[src/rtl/mf3_pkg.sv]
// Package for the 3x3 median filter: widths, register indexes, item control
// struct and the compare helpers used by the sorting stages.
// Depends on nothing; every other file of the block but mf3_ram imports it.
package mf3_pkg;

   localparam int MAX_WIDTH      = 2048;
   localparam int PIX_BITS       = 8;
   localparam int COL_BITS       = $clog2(MAX_WIDTH);
   localparam int ROW_BITS       = 16;
   localparam int WIDTH_REG_BITS = 12;
   localparam int CSR_DATA_BITS  = 16;
   localparam int CSR_INDEX_BITS = 2;

   localparam int RESET_WIDTH  = 640;
   localparam int RESET_HEIGHT = 480;

   localparam logic [CSR_INDEX_BITS-1:0] REG_IMAGE_WIDTH  = CSR_INDEX_BITS'(0);
   localparam logic [CSR_INDEX_BITS-1:0] REG_IMAGE_HEIGHT = CSR_INDEX_BITS'(1);

   // Result slots one pixel can cause, in output order.
   localparam int EMIT_CUR       = 0;  // (x-1, y-1), the window result
   localparam int EMIT_CUR_EDGE  = 1;  // (W-1, y-1), right border of the row above
   localparam int EMIT_LAST      = 2;  // (x-1, y), bottom border row
   localparam int EMIT_LAST_EDGE = 3;  // (W-1, y), last pixel of the frame
   localparam int EMIT_COUNT     = 4;

   typedef logic [PIX_BITS-1:0] pix_type;
   typedef pix_type [2:0] win_col_type;   // index 0 top row, 2 bottom row
   typedef win_col_type [2:0] win_type;   // index 0 oldest column

   typedef struct packed {
      logic [EMIT_COUNT-1:0] emit;
      logic                  interior;
      logic [COL_BITS-1:0]   prev_col;
      logic [COL_BITS-1:0]   last_col;
      logic [ROW_BITS-1:0]   prev_row;
      logic [ROW_BITS-1:0]   row;
   } item_ctrl_type;

   function automatic pix_type min2(input pix_type a, input pix_type b);
      return (a < b) ? a : b;
   endfunction

   function automatic pix_type max2(input pix_type a, input pix_type b);
      return (a < b) ? b : a;
   endfunction

   function automatic pix_type med3(input pix_type a, input pix_type b, input pix_type c);
      return max2(min2(a, b), min2(max2(a, b), c));
   endfunction

endpackage

[src/rtl/mf3_median_sort.sv]
// Three-stage median of the 3x3 window: sort each column, then take the max of
// the lows, median of the middles and min of the highs, then their median.
// Depends on mf3_pkg.
module mf3_median_sort
   import mf3_pkg::*;
(
   input  logic          clock,
   input  logic          reset,
   input  logic          pipe_en,
   input  logic          in_valid,
   input  win_type       win,
   input  item_ctrl_type in_ctrl,
   output logic          out_valid,
   output pix_type       med,
   output item_ctrl_type out_ctrl
);
   pix_type [2:0] lo_in, mid_in, hi_in, lo_ff, mid_ff, hi_ff;
   pix_type       max_lo_ff, med_mid_ff, min_hi_ff, med_ff;
   logic          va_ff, vb_ff, vc_ff;
   item_ctrl_type ca_ff, cb_ff, cc_ff;

   always_comb begin
      for (int c = 0; c < 3; c++) begin
         lo_in[c]  = min2(min2(win[c][0], win[c][1]), win[c][2]);
         mid_in[c] = med3(win[c][0], win[c][1], win[c][2]);
         hi_in[c]  = max2(max2(win[c][0], win[c][1]), win[c][2]);
      end
   end

   always_ff @(posedge clock) begin
      if (reset) begin
         va_ff <= 1'b0;
         vb_ff <= 1'b0;
         vc_ff <= 1'b0;
      end else if (pipe_en) begin
         va_ff <= in_valid;
         vb_ff <= va_ff;
         vc_ff <= vb_ff;
      end
   end

   always_ff @(posedge clock) begin
      if (pipe_en) begin
         lo_ff      <= lo_in;
         mid_ff     <= mid_in;
         hi_ff      <= hi_in;
         ca_ff      <= in_ctrl;
         max_lo_ff  <= max2(max2(lo_ff[0], lo_ff[1]), lo_ff[2]);
         med_mid_ff <= med3(mid_ff[0], mid_ff[1], mid_ff[2]);
         min_hi_ff  <= min2(min2(hi_ff[0], hi_ff[1]), hi_ff[2]);
         cb_ff      <= ca_ff;
         med_ff     <= med3(max_lo_ff, med_mid_ff, min_hi_ff);
         cc_ff      <= cb_ff;
      end
   end

   assign out_valid = vc_ff;
   assign med       = med_ff;
   assign out_ctrl  = cc_ff;
endmodule

[config.mk]
export PLATFORM = sky130hd
export DESIGN_NAME = mf3_median_sort
export DESIGN_NICKNAME = d
export VERILOG_FILES = /design/src/rtl/mf3_pkg.sv /design/src/rtl/mf3_median_sort.sv
export SDC_FILE = /design/constraint.sdc
export NUM_CORES = 1
export LEC_CHECK = 0
export BUFFER_PORTS_ARGS = -buffer_cell sky130_fd_sc_hd__buf_2
export CORE_MARGIN = 10
export CORE_UTILIZATION = 51
export CTS_CLUSTER_SIZE = 10
export DETAILED_ROUTE_END_ITERATION = 10
export PLACE_DENSITY = 0.76
export REMOVE_ABC_BUFFERS = 1
export SLEW_MARGIN = 20
export SYNTH_ARGS = -nofsm -noshare
export SYNTH_HDL_FRONTEND = slang
export SYNTH_SLANG_ARGS = --single-unit
[constraint.sdc]
create_clock -name clock -period 13.6 [get_ports clock]
set_input_delay 2.72 -clock clock [delete_from_list [all_inputs] [get_ports clock]]
set_output_delay 2.72 -clock clock [all_outputs]
set_load 0.005 [all_outputs]
==> results by group <==
Worst setup path
  • Slowest stage delay, CP: 800 ps
  • Worst path cell trace: buf_2 -> inv_1 -> ha_1 -> nand3_1 -> a21oi_1 -> nor2_1 -> o21ai_2 -> o21ai_0 -> ha_1 -> nand4_1 -> a221oi_1 -> o2bb2ai_2 -> mux2i_1 -> ha_1 -> a21oi_1 -> o21ai_0 -> a2111oi_0 -> o211ai_1 -> and2_1 -> a31oi_2 -> a21oi_1
  • Max FO, Critical Path: 27
  • Reg2reg start: mid_ff[5]
  • Worst setup path class: in -> reg
  • Critical Path End Type: flip-flop
  • Crit path max-delay cell type: o21ai_2
  • Crit start category: input pin
  • Crit path DAT: 8470 ps
  • Crit path launch: win[34]
  • Worst endpoint required time: 13830 ps

Final layout
  • Area grow syn2layout: 16.1%
  • Commonest non-fill, non-tap cells in the layout: edfxtp_1, buf_2, ha_1
  • Share of cells above drive strength 1: 21.0%
  • Fillcell total: 2354
  • Fin nets: 1755
  • Commonest non-fill, non-tap cell in the layout: edfxtp_1
  • Final cell count without fillers: 1873

CTS
  • CTS Buf Count: 35
  • CTS Sinks: 284
  • H-tree levels: 2
  • Post-CTS Setup Bufs: 0
  • Hold Buf Count CTS: 0
  • # resized after CTS: 0
  • Clk root buf: clkbuf_16
  • Worst-skew pair later-pin latency: 520 ps
  • CTS max path bufs: 3
  • CTS tree: yes
  • Clock-pin slew on the worst setup and hold paths: 50 ps

Die
  • # rows: 63
  • DIE AREA: 37200 um^2
  • I/O Pins: 203
  • Initial Util: 51.6%
  • Die H: 193 um
  • Core area: 29600 um^2
  • Die X: 193 um

Timing
  • Final min period: 8250 ps
  • Clock skew: 16.6 ps
  • Final worst-path cycle share: 60.6%
  • Max-slew headroom: 30.2%
  • Final setup fails: 0
  • Worst slew pin tran: 1050 ps
  • Max Freq: 121 MHz
  • Sum Neg Setup Slack: 0 ps
  • Max-slew violations: 0
  • RSZ-0062 raised after global routing: no
  • Final Hold Viols: 0

Run
  • Max-Cap Viols: 0

Worst hold path
  • Hold_sp: cb_ff[31]
  • Hold WC Path Type: reg -> reg

Synth
  • Post-Syn Area: 15200 um^2
  • Ys Warns: 0
  • Ys flop type: edfxtp_1
  • Synth area leaders: edfxtp_1, ha_1, mux2i_1
  • Synth Instances: 1248
  • Syn Area/Cell: 12.2 um^2
  • Post-synth ARST share: 0%
  • Library cells used by synthesis: 64
  • Synth area leader: edfxtp_1
  • #FFs+latches synth: 284
  • Post-synth EDFFs: 281
  • Yosys top cell area share: 55.4%
  • Register area share after synthesis: 55.8%

Placed design
  • IO buf count: 202
  • Detail Placement HPWL: 26.1 mm
  • Routability cong.: 0.912
  • Dpl cells: 1819

GRT
  • Initial antenna violation count: 1
  • Largest net degree at the start of global routing: 135
  • GRT overflow: 0
  • Vias in the first global route: 10200
  • Global-route wire length before repair: 52.7 mm
  • Tot GR Track Use: 17.6%

Drt
  • Antenna Nets Post-Route: 0
  • Via-per-instance ratio: 5.46
  • Iteration-0 DRC Markers: 648
  • Drt total wl: 33.7 mm
  • First-pass detailed-route iteration total: 5
  • Drt drc: 0
  • Via count: 10200
  • Avg WL per Cell: 18.0 um

Power
  • Sequential share of power: 35.4%
  • Leak Pwr: 7.70 nW
  • P_sw: 1.25 mW
  • Pwr Density: 200 nW/um^2
  • Clock Power Share: 23.4%
  • Comb pwr share: 41.2%
  • Internal Power: 2.29 mW
  • Worst VDD drop: 131 uV
  • Sw frac: 35.3%

Outcome
  • Run status: finished clean
path summary, 6_finish.rpt:
path              slack [ps]  depth (start not counted)             to
hold reg to reg          410                          0   out_ctrl[31]
hold / removal           410                          0   out_ctrl[31]
setup reg to reg        7620                         20  med_mid_ff[0]
setup / recovery        5350                         21     mid_ff[10]
synthesized netlist by cell type (15+ instances only):
master	instances
nor2_1	81
nand4_1	18
buf_2	15
ha_1	154
o21ai_1	41
edfxtp_1	281
inv_1	134
o21ai_0	66
mux2i_1	65
mux2_2	40
a21oi_1	76
a21o_1	23
nand2_1	90
mux2_1	15
registers in the layout (all words and copies together), names as in the netlist, 8 cells and up:
register    cells
ca_ff          59
cb_ff          59
out_ctrl       59
hi_ff          24
lo_ff          24
mid_ff         24
max_lo_ff       8
med             8
med_mid_ff      8
min_hi_ff       8
stage by stage:
| stage | hold slack (ps) | power (mW) | instance area, um^2 | worst slack [ps] | utilization (%) |
|---|---|---|---|---|---|
| after floorplan | 400 | 2.32 | 15100 | 5000 | - |
| after global placement | 400 | 2.66 | 16700 | 5020 | 56.4 |
| after detailed placement | 405 | 2.72 | 16700 | 4710 | 56.4 |
| after CTS | 413 | 3.57 | 17700 | 5220 | 59.8 |
| after global routing | 422 | 3.81 | 17700 | 4880 | 59.9 |
| final | 414 | 3.55 | 17700 | 5350 | 59.9 |
power by group through the flow:
stage	Combinational [mW]	Sequential [mW]	Clock, mW
after global routing	1.65	1.27	0.892
after CTS	1.46	1.26	0.852
after detailed placement	1.44	1.27	0
final	1.46	1.25	0.831
after global placement	1.40	1.26	0
after floorplan	1.09	1.23	0
worst max-delay path, delay by kind of cell:
kind / cells / cell delay (ps)
AOI/OAI and AO/OA: 11 / 3750
adders and majority gates: 3 / 1010
buffers and inverters: 2 / 150
muxes: 1 / 320
and+or+nand+nor: 4 / 530
area by class of cell:
type | instances | area [um^2] | share of cell area (%)
Sequential cell | 284 | 8500 | 48.0
Inverter | 134 | 503 | 2.84
Multi-Input combinational cell | 804 | 6130 | 34.6
Tap cell | 390 | 488 | 2.76
Clock buffer | 44 | 920 | 5.20
Antenna cell | 3 | 7.51 | 0.0424
Timing Repair Buffer | 207 | 1060 | 5.98
Clock inverter | 7 | 91.3 | 0.516
cells by family after synthesis:
family / count (synthesis) / synth area share [%]
simple gates: 243 / 7.12
fa+ha+maj: 154 / 12.6
mux: 121 / 8.43
flops: 284 / 55.8
buf+inv: 160 / 4.09
compound gates: 286 / 12.0
per-layer routing:
metal | wire (um) | GRT usage, % | vias to the layer above
li1 | - | - | 5093
met1 | 14200 | 22.1 | 4819
met2 | 16800 | 30.2 | 257
met3 | 1860 | 3.04 | 53
met4 | 825 | 6.08 | 0
met5 | 0 | 0 | -
Note: power is estimated with default switching activity, not from simulation.
