===== src/rtl/mf3_pkg.sv =====
// Package for the 3x3 median filter: widths, register indexes, item control
// struct and the compare helpers used by the sorting stages.
// Depends on nothing; every other file of the block but mf3_ram imports it.
package mf3_pkg;

   localparam int MAX_WIDTH      = 2048;
   localparam int PIX_BITS       = 8;
   localparam int COL_BITS       = $clog2(MAX_WIDTH);
   localparam int ROW_BITS       = 16;
   localparam int WIDTH_REG_BITS = 12;
   localparam int CSR_DATA_BITS  = 16;
   localparam int CSR_INDEX_BITS = 2;

   localparam int RESET_WIDTH  = 640;
   localparam int RESET_HEIGHT = 480;

   localparam logic [CSR_INDEX_BITS-1:0] REG_IMAGE_WIDTH  = CSR_INDEX_BITS'(0);
   localparam logic [CSR_INDEX_BITS-1:0] REG_IMAGE_HEIGHT = CSR_INDEX_BITS'(1);

   // Result slots one pixel can cause, in output order.
   localparam int EMIT_CUR       = 0;  // (x-1, y-1), the window result
   localparam int EMIT_CUR_EDGE  = 1;  // (W-1, y-1), right border of the row above
   localparam int EMIT_LAST      = 2;  // (x-1, y), bottom border row
   localparam int EMIT_LAST_EDGE = 3;  // (W-1, y), last pixel of the frame
   localparam int EMIT_COUNT     = 4;

   typedef logic [PIX_BITS-1:0] pix_type;
   typedef pix_type [2:0] win_col_type;   // index 0 top row, 2 bottom row
   typedef win_col_type [2:0] win_type;   // index 0 oldest column

   typedef struct packed {
      logic [EMIT_COUNT-1:0] emit;
      logic                  interior;
      logic [COL_BITS-1:0]   prev_col;
      logic [COL_BITS-1:0]   last_col;
      logic [ROW_BITS-1:0]   prev_row;
      logic [ROW_BITS-1:0]   row;
   } item_ctrl_type;

   function automatic pix_type min2(input pix_type a, input pix_type b);
      return (a < b) ? a : b;
   endfunction

   function automatic pix_type max2(input pix_type a, input pix_type b);
      return (a < b) ? b : a;
   endfunction

   function automatic pix_type med3(input pix_type a, input pix_type b, input pix_type c);
      return max2(min2(a, b), min2(max2(a, b), c));
   endfunction

endpackage


===== src/rtl/mf3_result_seq.sv =====
// Result sequencer: holds one item and hands out its zero to four results in
// order, one per accepted output cycle; its readiness stalls the pipeline.
// Depends on mf3_pkg.
module mf3_result_seq
   import mf3_pkg::*;
(
   input  logic                clock,
   input  logic                reset,
   input  logic                in_valid,
   input  pix_type             in_med,
   input  item_ctrl_type       in_ctrl,
   output logic                pipe_en,
   output logic                rsp_valid,
   input  logic                rsp_ready,
   output pix_type             rsp_median,
   output logic [COL_BITS-1:0] rsp_out_col,
   output logic [ROW_BITS-1:0] rsp_out_row,
   output logic                rsp_last,
   output logic                rsp_frame_end
);
   logic [EMIT_COUNT-1:0] pend_ff, pend_in;
   pix_type               med_ff;
   item_ctrl_type         ctrl_ff;
   logic                  single, take;

   assign single    = ((pend_ff & (pend_ff - 1'b1)) == '0);
   assign rsp_valid = (pend_ff != '0);
   assign take      = !rsp_valid || (single && rsp_ready);
   assign pipe_en   = take;

   always_comb begin
      pend_in = pend_ff;
      if (take) begin
         pend_in = in_valid ? in_ctrl.emit : '0;
      end else if (rsp_ready) begin
         pend_in = pend_ff & (pend_ff - 1'b1);
      end
   end

   always_comb begin
      rsp_median  = '0;
      rsp_out_col = ctrl_ff.last_col;
      rsp_out_row = ctrl_ff.row;
      if (pend_ff[EMIT_CUR]) begin
         rsp_median  = ctrl_ff.interior ? med_ff : '0;
         rsp_out_col = ctrl_ff.prev_col;
         rsp_out_row = ctrl_ff.prev_row;
      end else if (pend_ff[EMIT_CUR_EDGE]) begin
         rsp_out_row = ctrl_ff.prev_row;
      end else if (pend_ff[EMIT_LAST]) begin
         rsp_out_col = ctrl_ff.prev_col;
      end
      rsp_last      = single;
      rsp_frame_end = single && pend_ff[EMIT_LAST_EDGE];
   end

   always_ff @(posedge clock) begin
      if (reset) begin
         pend_ff <= '0;
      end else begin
         pend_ff <= pend_in;
      end
   end

   always_ff @(posedge clock) begin
      if (take && in_valid) begin
         med_ff  <= in_med;
         ctrl_ff <= in_ctrl;
      end
   end

   a_stall_holds_pending: assert property (@(posedge clock) disable iff (reset)
      rsp_valid && !rsp_ready |=> $stable(pend_ff))
      else $error("pending results changed while the output was stalled");

   a_frame_end_is_last: assert property (@(posedge clock) disable iff (reset)
      rsp_valid && rsp_frame_end |-> rsp_last && rsp_out_col == ctrl_ff.last_col)
      else $error("frame end flagged away from the last result of the frame");
endmodule


===== config.mk =====
export PLATFORM = sky130hd
export DESIGN_NAME = mf3_result_seq
export DESIGN_NICKNAME = d
export VERILOG_FILES = /design/src/rtl/mf3_pkg.sv /design/src/rtl/mf3_result_seq.sv
export SDC_FILE = /design/constraint.sdc
export NUM_CORES = 1
export LEC_CHECK = 0
export BUFFER_PORTS_ARGS = -buffer_cell sky130_fd_sc_hd__buf_2
export CORE_UTILIZATION = 50
export DETAILED_ROUTE_END_ITERATION = 8
export PLACE_DENSITY = 0.81
export SLEW_MARGIN = 20
export SYNTH_ARGS = -nofsm -noshare
export SYNTH_HDL_FRONTEND = slang
export SYNTH_SLANG_ARGS = --single-unit
export TNS_END_PERCENT = 30

===== constraint.sdc =====
create_clock -name clock -period 4.9 [get_ports clock]
set_input_delay 0.245 -clock clock [delete_from_list [all_inputs] [get_ports clock]]
set_output_delay 0.245 -clock clock [all_outputs]
set_load 0.02 [all_outputs]

==> impl_metrics.py <==
metrics = {
    "clock_network": {
        "postCtsHoldBufs": 0,
        "numCtsBuffers": 9,
        "clk_latency_ns": 0.32,
        "root_buffer": "clkbuf_8",
        "clock-sinks": 67,
        "cts_tree": "built",
        "clock_path_buffers": 2,
        "cts_resized": 0,
        "cts.clk_slew.worst_paths_ns": 0.06,
        "postCtsSetupBuffers": 0,
        "htree_levels": 3,
    },
    "setup_path": {
        "r2r-end": "ctrl_ff[53]",
        "r2r_start": "pend_ff[1]",
        "crit_path_cell_trace": "inv_1, a21oi_2, mux2_2, buf_2",
        "crit_fanout": 11,
        "start_kind": "flop",
        "rrSetupSlack_ns": 2.89,
        "crit_path_max_incr_delay_ns": 0.53,
        "r2r_cells": 5,
        "path_class": "reg -> out",
        "cp.arrival_ns": 1.97,
        "worstPathRequired_ns": 4.66,
        "cpMaxStageDelayCell": "a21oi_2",
        "cp-end-kind": "primary output",
    },
    "detailed_routing": {
        "ant_nets": 0,
        "dr.pass1.iters": 4,
        "wl_per_cell_um": 13.63,
        "drt_wl_total_um": 4417,
        "drc": 0,
        "num_vias": 1531,
        "via_per_inst": 4.725,
        "drtIter0Drc": 65,
    },
    "timing": {
        "drv_slew": 0,
        "grt_setup_unrepaired": "false",
        "slew-limit-headroom_pct": 48.42,
        "setup_tns_ns": 0,
        "min_period_over_period_pct": 45.26,
        "final-setup-viol-count": 0,
        "tightestPinTransition_ns": 0.7738,
        "finalHoldViolations": 0,
        "fmax_mhz": 450.9,
        "finalCriticalPeriod_ns": 2.218,
        "skew_ns": 0.005667,
        "layout_setup_ws_ns": 2.682,
    },
    "final_layout": {
        "drive_gt1_share_pct": 59.53,
        "fin_util_pct": 68.31,
        "area_growth_pct": 29.43,
        "nFillCells": 366,
        "final_nets": 325,
        "post-route-cell-area_sq_um": 3291,
        "antenna_cells": 0,
    },
    "status": {
        "outcome": "complete, no violations",
    },
    "placement": {
        "port_buffers": 109,
        "gp_congestion": 0.8925,
        "pre_cts_ws_ns": 2.904,
        "place_area_sq_um": 3148,
        "place_hpwl_um": 3112,
    },
    "logic_synthesis": {
        "async_flop_share_pct": 0,
        "synth-edff-count": 63,
        "synth_area_per_cell_sq_um": 18.56,
        "syn_nets": 208,
        "synth_largest_area_cell": "edfxtp_1",
        "yosysMostFrequentCell": "edfxtp_1",
        "yosysWarnings": 0,
        "synth_ff_type": "edfxtp_1",
        "syn_inst": 137,
        "ys_types": 25,
        "ys_ff_latch": 67,
        "synth_area_leaders": "edfxtp_1 74%, mux2_2 12%, dfxtp_1 3.1%",
        "yosysSeqAreaShare_pct": 77.56,
        "synth_area_sq_um": 2542,
        "synth.top_cell.area_share_pct": 74.41,
        "synthTopCellsByCount": "63 x edfxtp_1, 27 x mux2_2, 8 x and3_1",
    },
    "floorplanning": {
        "chipHeight_um": 73.31,
        "core-area_sq_um": 4817,
        "start_util_pct": 52.78,
        "rows": 25,
        "die_w_um": 73.31,
        "io_pins": 110,
        "die_area_sq_um": 5374,
    },
    "power": {
        "leakage_uw": 0.001385,
        "ir_worst_vdd_v": 0.0002489,
        "pwr_density_cell_nw_per_um2": 380.8,
    },
    "run": {
        "drv_cap": 0,
    },
    "worst_hold_path": {
        "min_to": "ctrl_ff[23]",
        "hp-start": "in_ctrl[23]",
        "hold_class": "in -> reg",
        "whs_path_depth": 1,
    },
    "global_routing": {
        "grt_pass1_wl_um": 6444,
        "grt_max_degree": 64,
        "first_global_vias": 1499,
        "grt-ovfl-total": 0,
        "grtUsageTotal_pct": 17.05,
        "antenna_found_initial": 0,
    },
}
[how the worst max path moves through the flow]
stage,startpoint,slack (ns),depth (start not counted),to
after global routing,pend_ff[1],2.54,4,rsp_out_col[4]
after floorplan,pend_ff[1],2.78,4,ctrl_ff[0]
after CTS,pend_ff[1],2.64,4,rsp_out_col[4]
after detailed placement,pend_ff[1],2.90,5,ctrl_ff[17]
final,pend_ff[1],2.68,4,rsp_out_col[4]
after global placement,pend_ff[1],2.96,5,ctrl_ff[20]
[layout make-up]
class	count	area, sq um	area share, %
Multi-Input combinational cell	63	528.0	16.05
Sequential cell	67	1972	59.92
Inverter	3	11.26	0.3422
Timing Repair Buffer	110	553.0	16.81
Tap cell	67	83.83	2.548
Clock buffer	14	142.6	4.335
[power breakdown]
group          internal, uW  switching, uW
sequential              685           15.3
clock                   179            169
combinational          85.5            119
total                   949            304
[per-stage QoR]
step                      total power, uW  cells  hold slack [ns]
after global routing                 1305    324          0.07023
after detailed placement            918.6    310           0.4231
after CTS                            1268    324          0.07667
final                                1253    324          0.09512
after floorplan                     842.8    137           0.3439
after global placement              913.3    310           0.4219
[cell families (layout without fill, tap and decap cells)]
| group | Yosys count | in the layout | share of synthesized area, % |
|---|---|---|---|
| flops | 67 | 67 | 77.56 |
| mux | 27 | 27 | 11.96 |
| simple gates | 24 | 24 | 5.266 |
| compound gates | 12 | 12 | 3.544 |
| buf+inv | 7 | 127 | 1.673 |
[placed cells by master (no fill, tap or decap), types with 2 or more instances in the layout]
| cell | Yosys | layout |
|---|---|---|
| edfxtp_1 | 63 | 63 |
| buf_2 | 1 | 109 |
| dfxtp_1 | 4 | 4 |
| mux2_2 | 27 | 27 |
| a21oi_1 | 4 | 4 |
| and3_1 | 8 | 8 |
| nand2_1 | 4 | 4 |
| nor2_1 | 4 | 4 |
| clkbuf_1 | 1 | 5 |
| inv_1 | 3 | 3 |
| clkbuf_8 | 0 | 9 |
| a31o_2 | 2 | 2 |
| a32o_1 | 2 | 2 |
[metal layers]
metal  wire [um]  share of wire, %  GRT usage (%)
met3         274               6.2          6.859
met2        2391                54          28.60
met1        1710                39          18.16
met5           0                 0              0
met4          42              0.95          10.04
[state kept, by name, summed over array words and instances, names as in the netlist]
register,cells
ctrl_ff,55
med_ff,8
pend_ff,4
[critical path, delay by kind of cell, from the launching register on]
family	cells	cell delay, ns
buffers and inverters	2	0.26
DFF	1	0.44
muxes	1	0.42
AOI/OAI and AO/OA	1	0.53
Power figures use the tool's default switching activity.
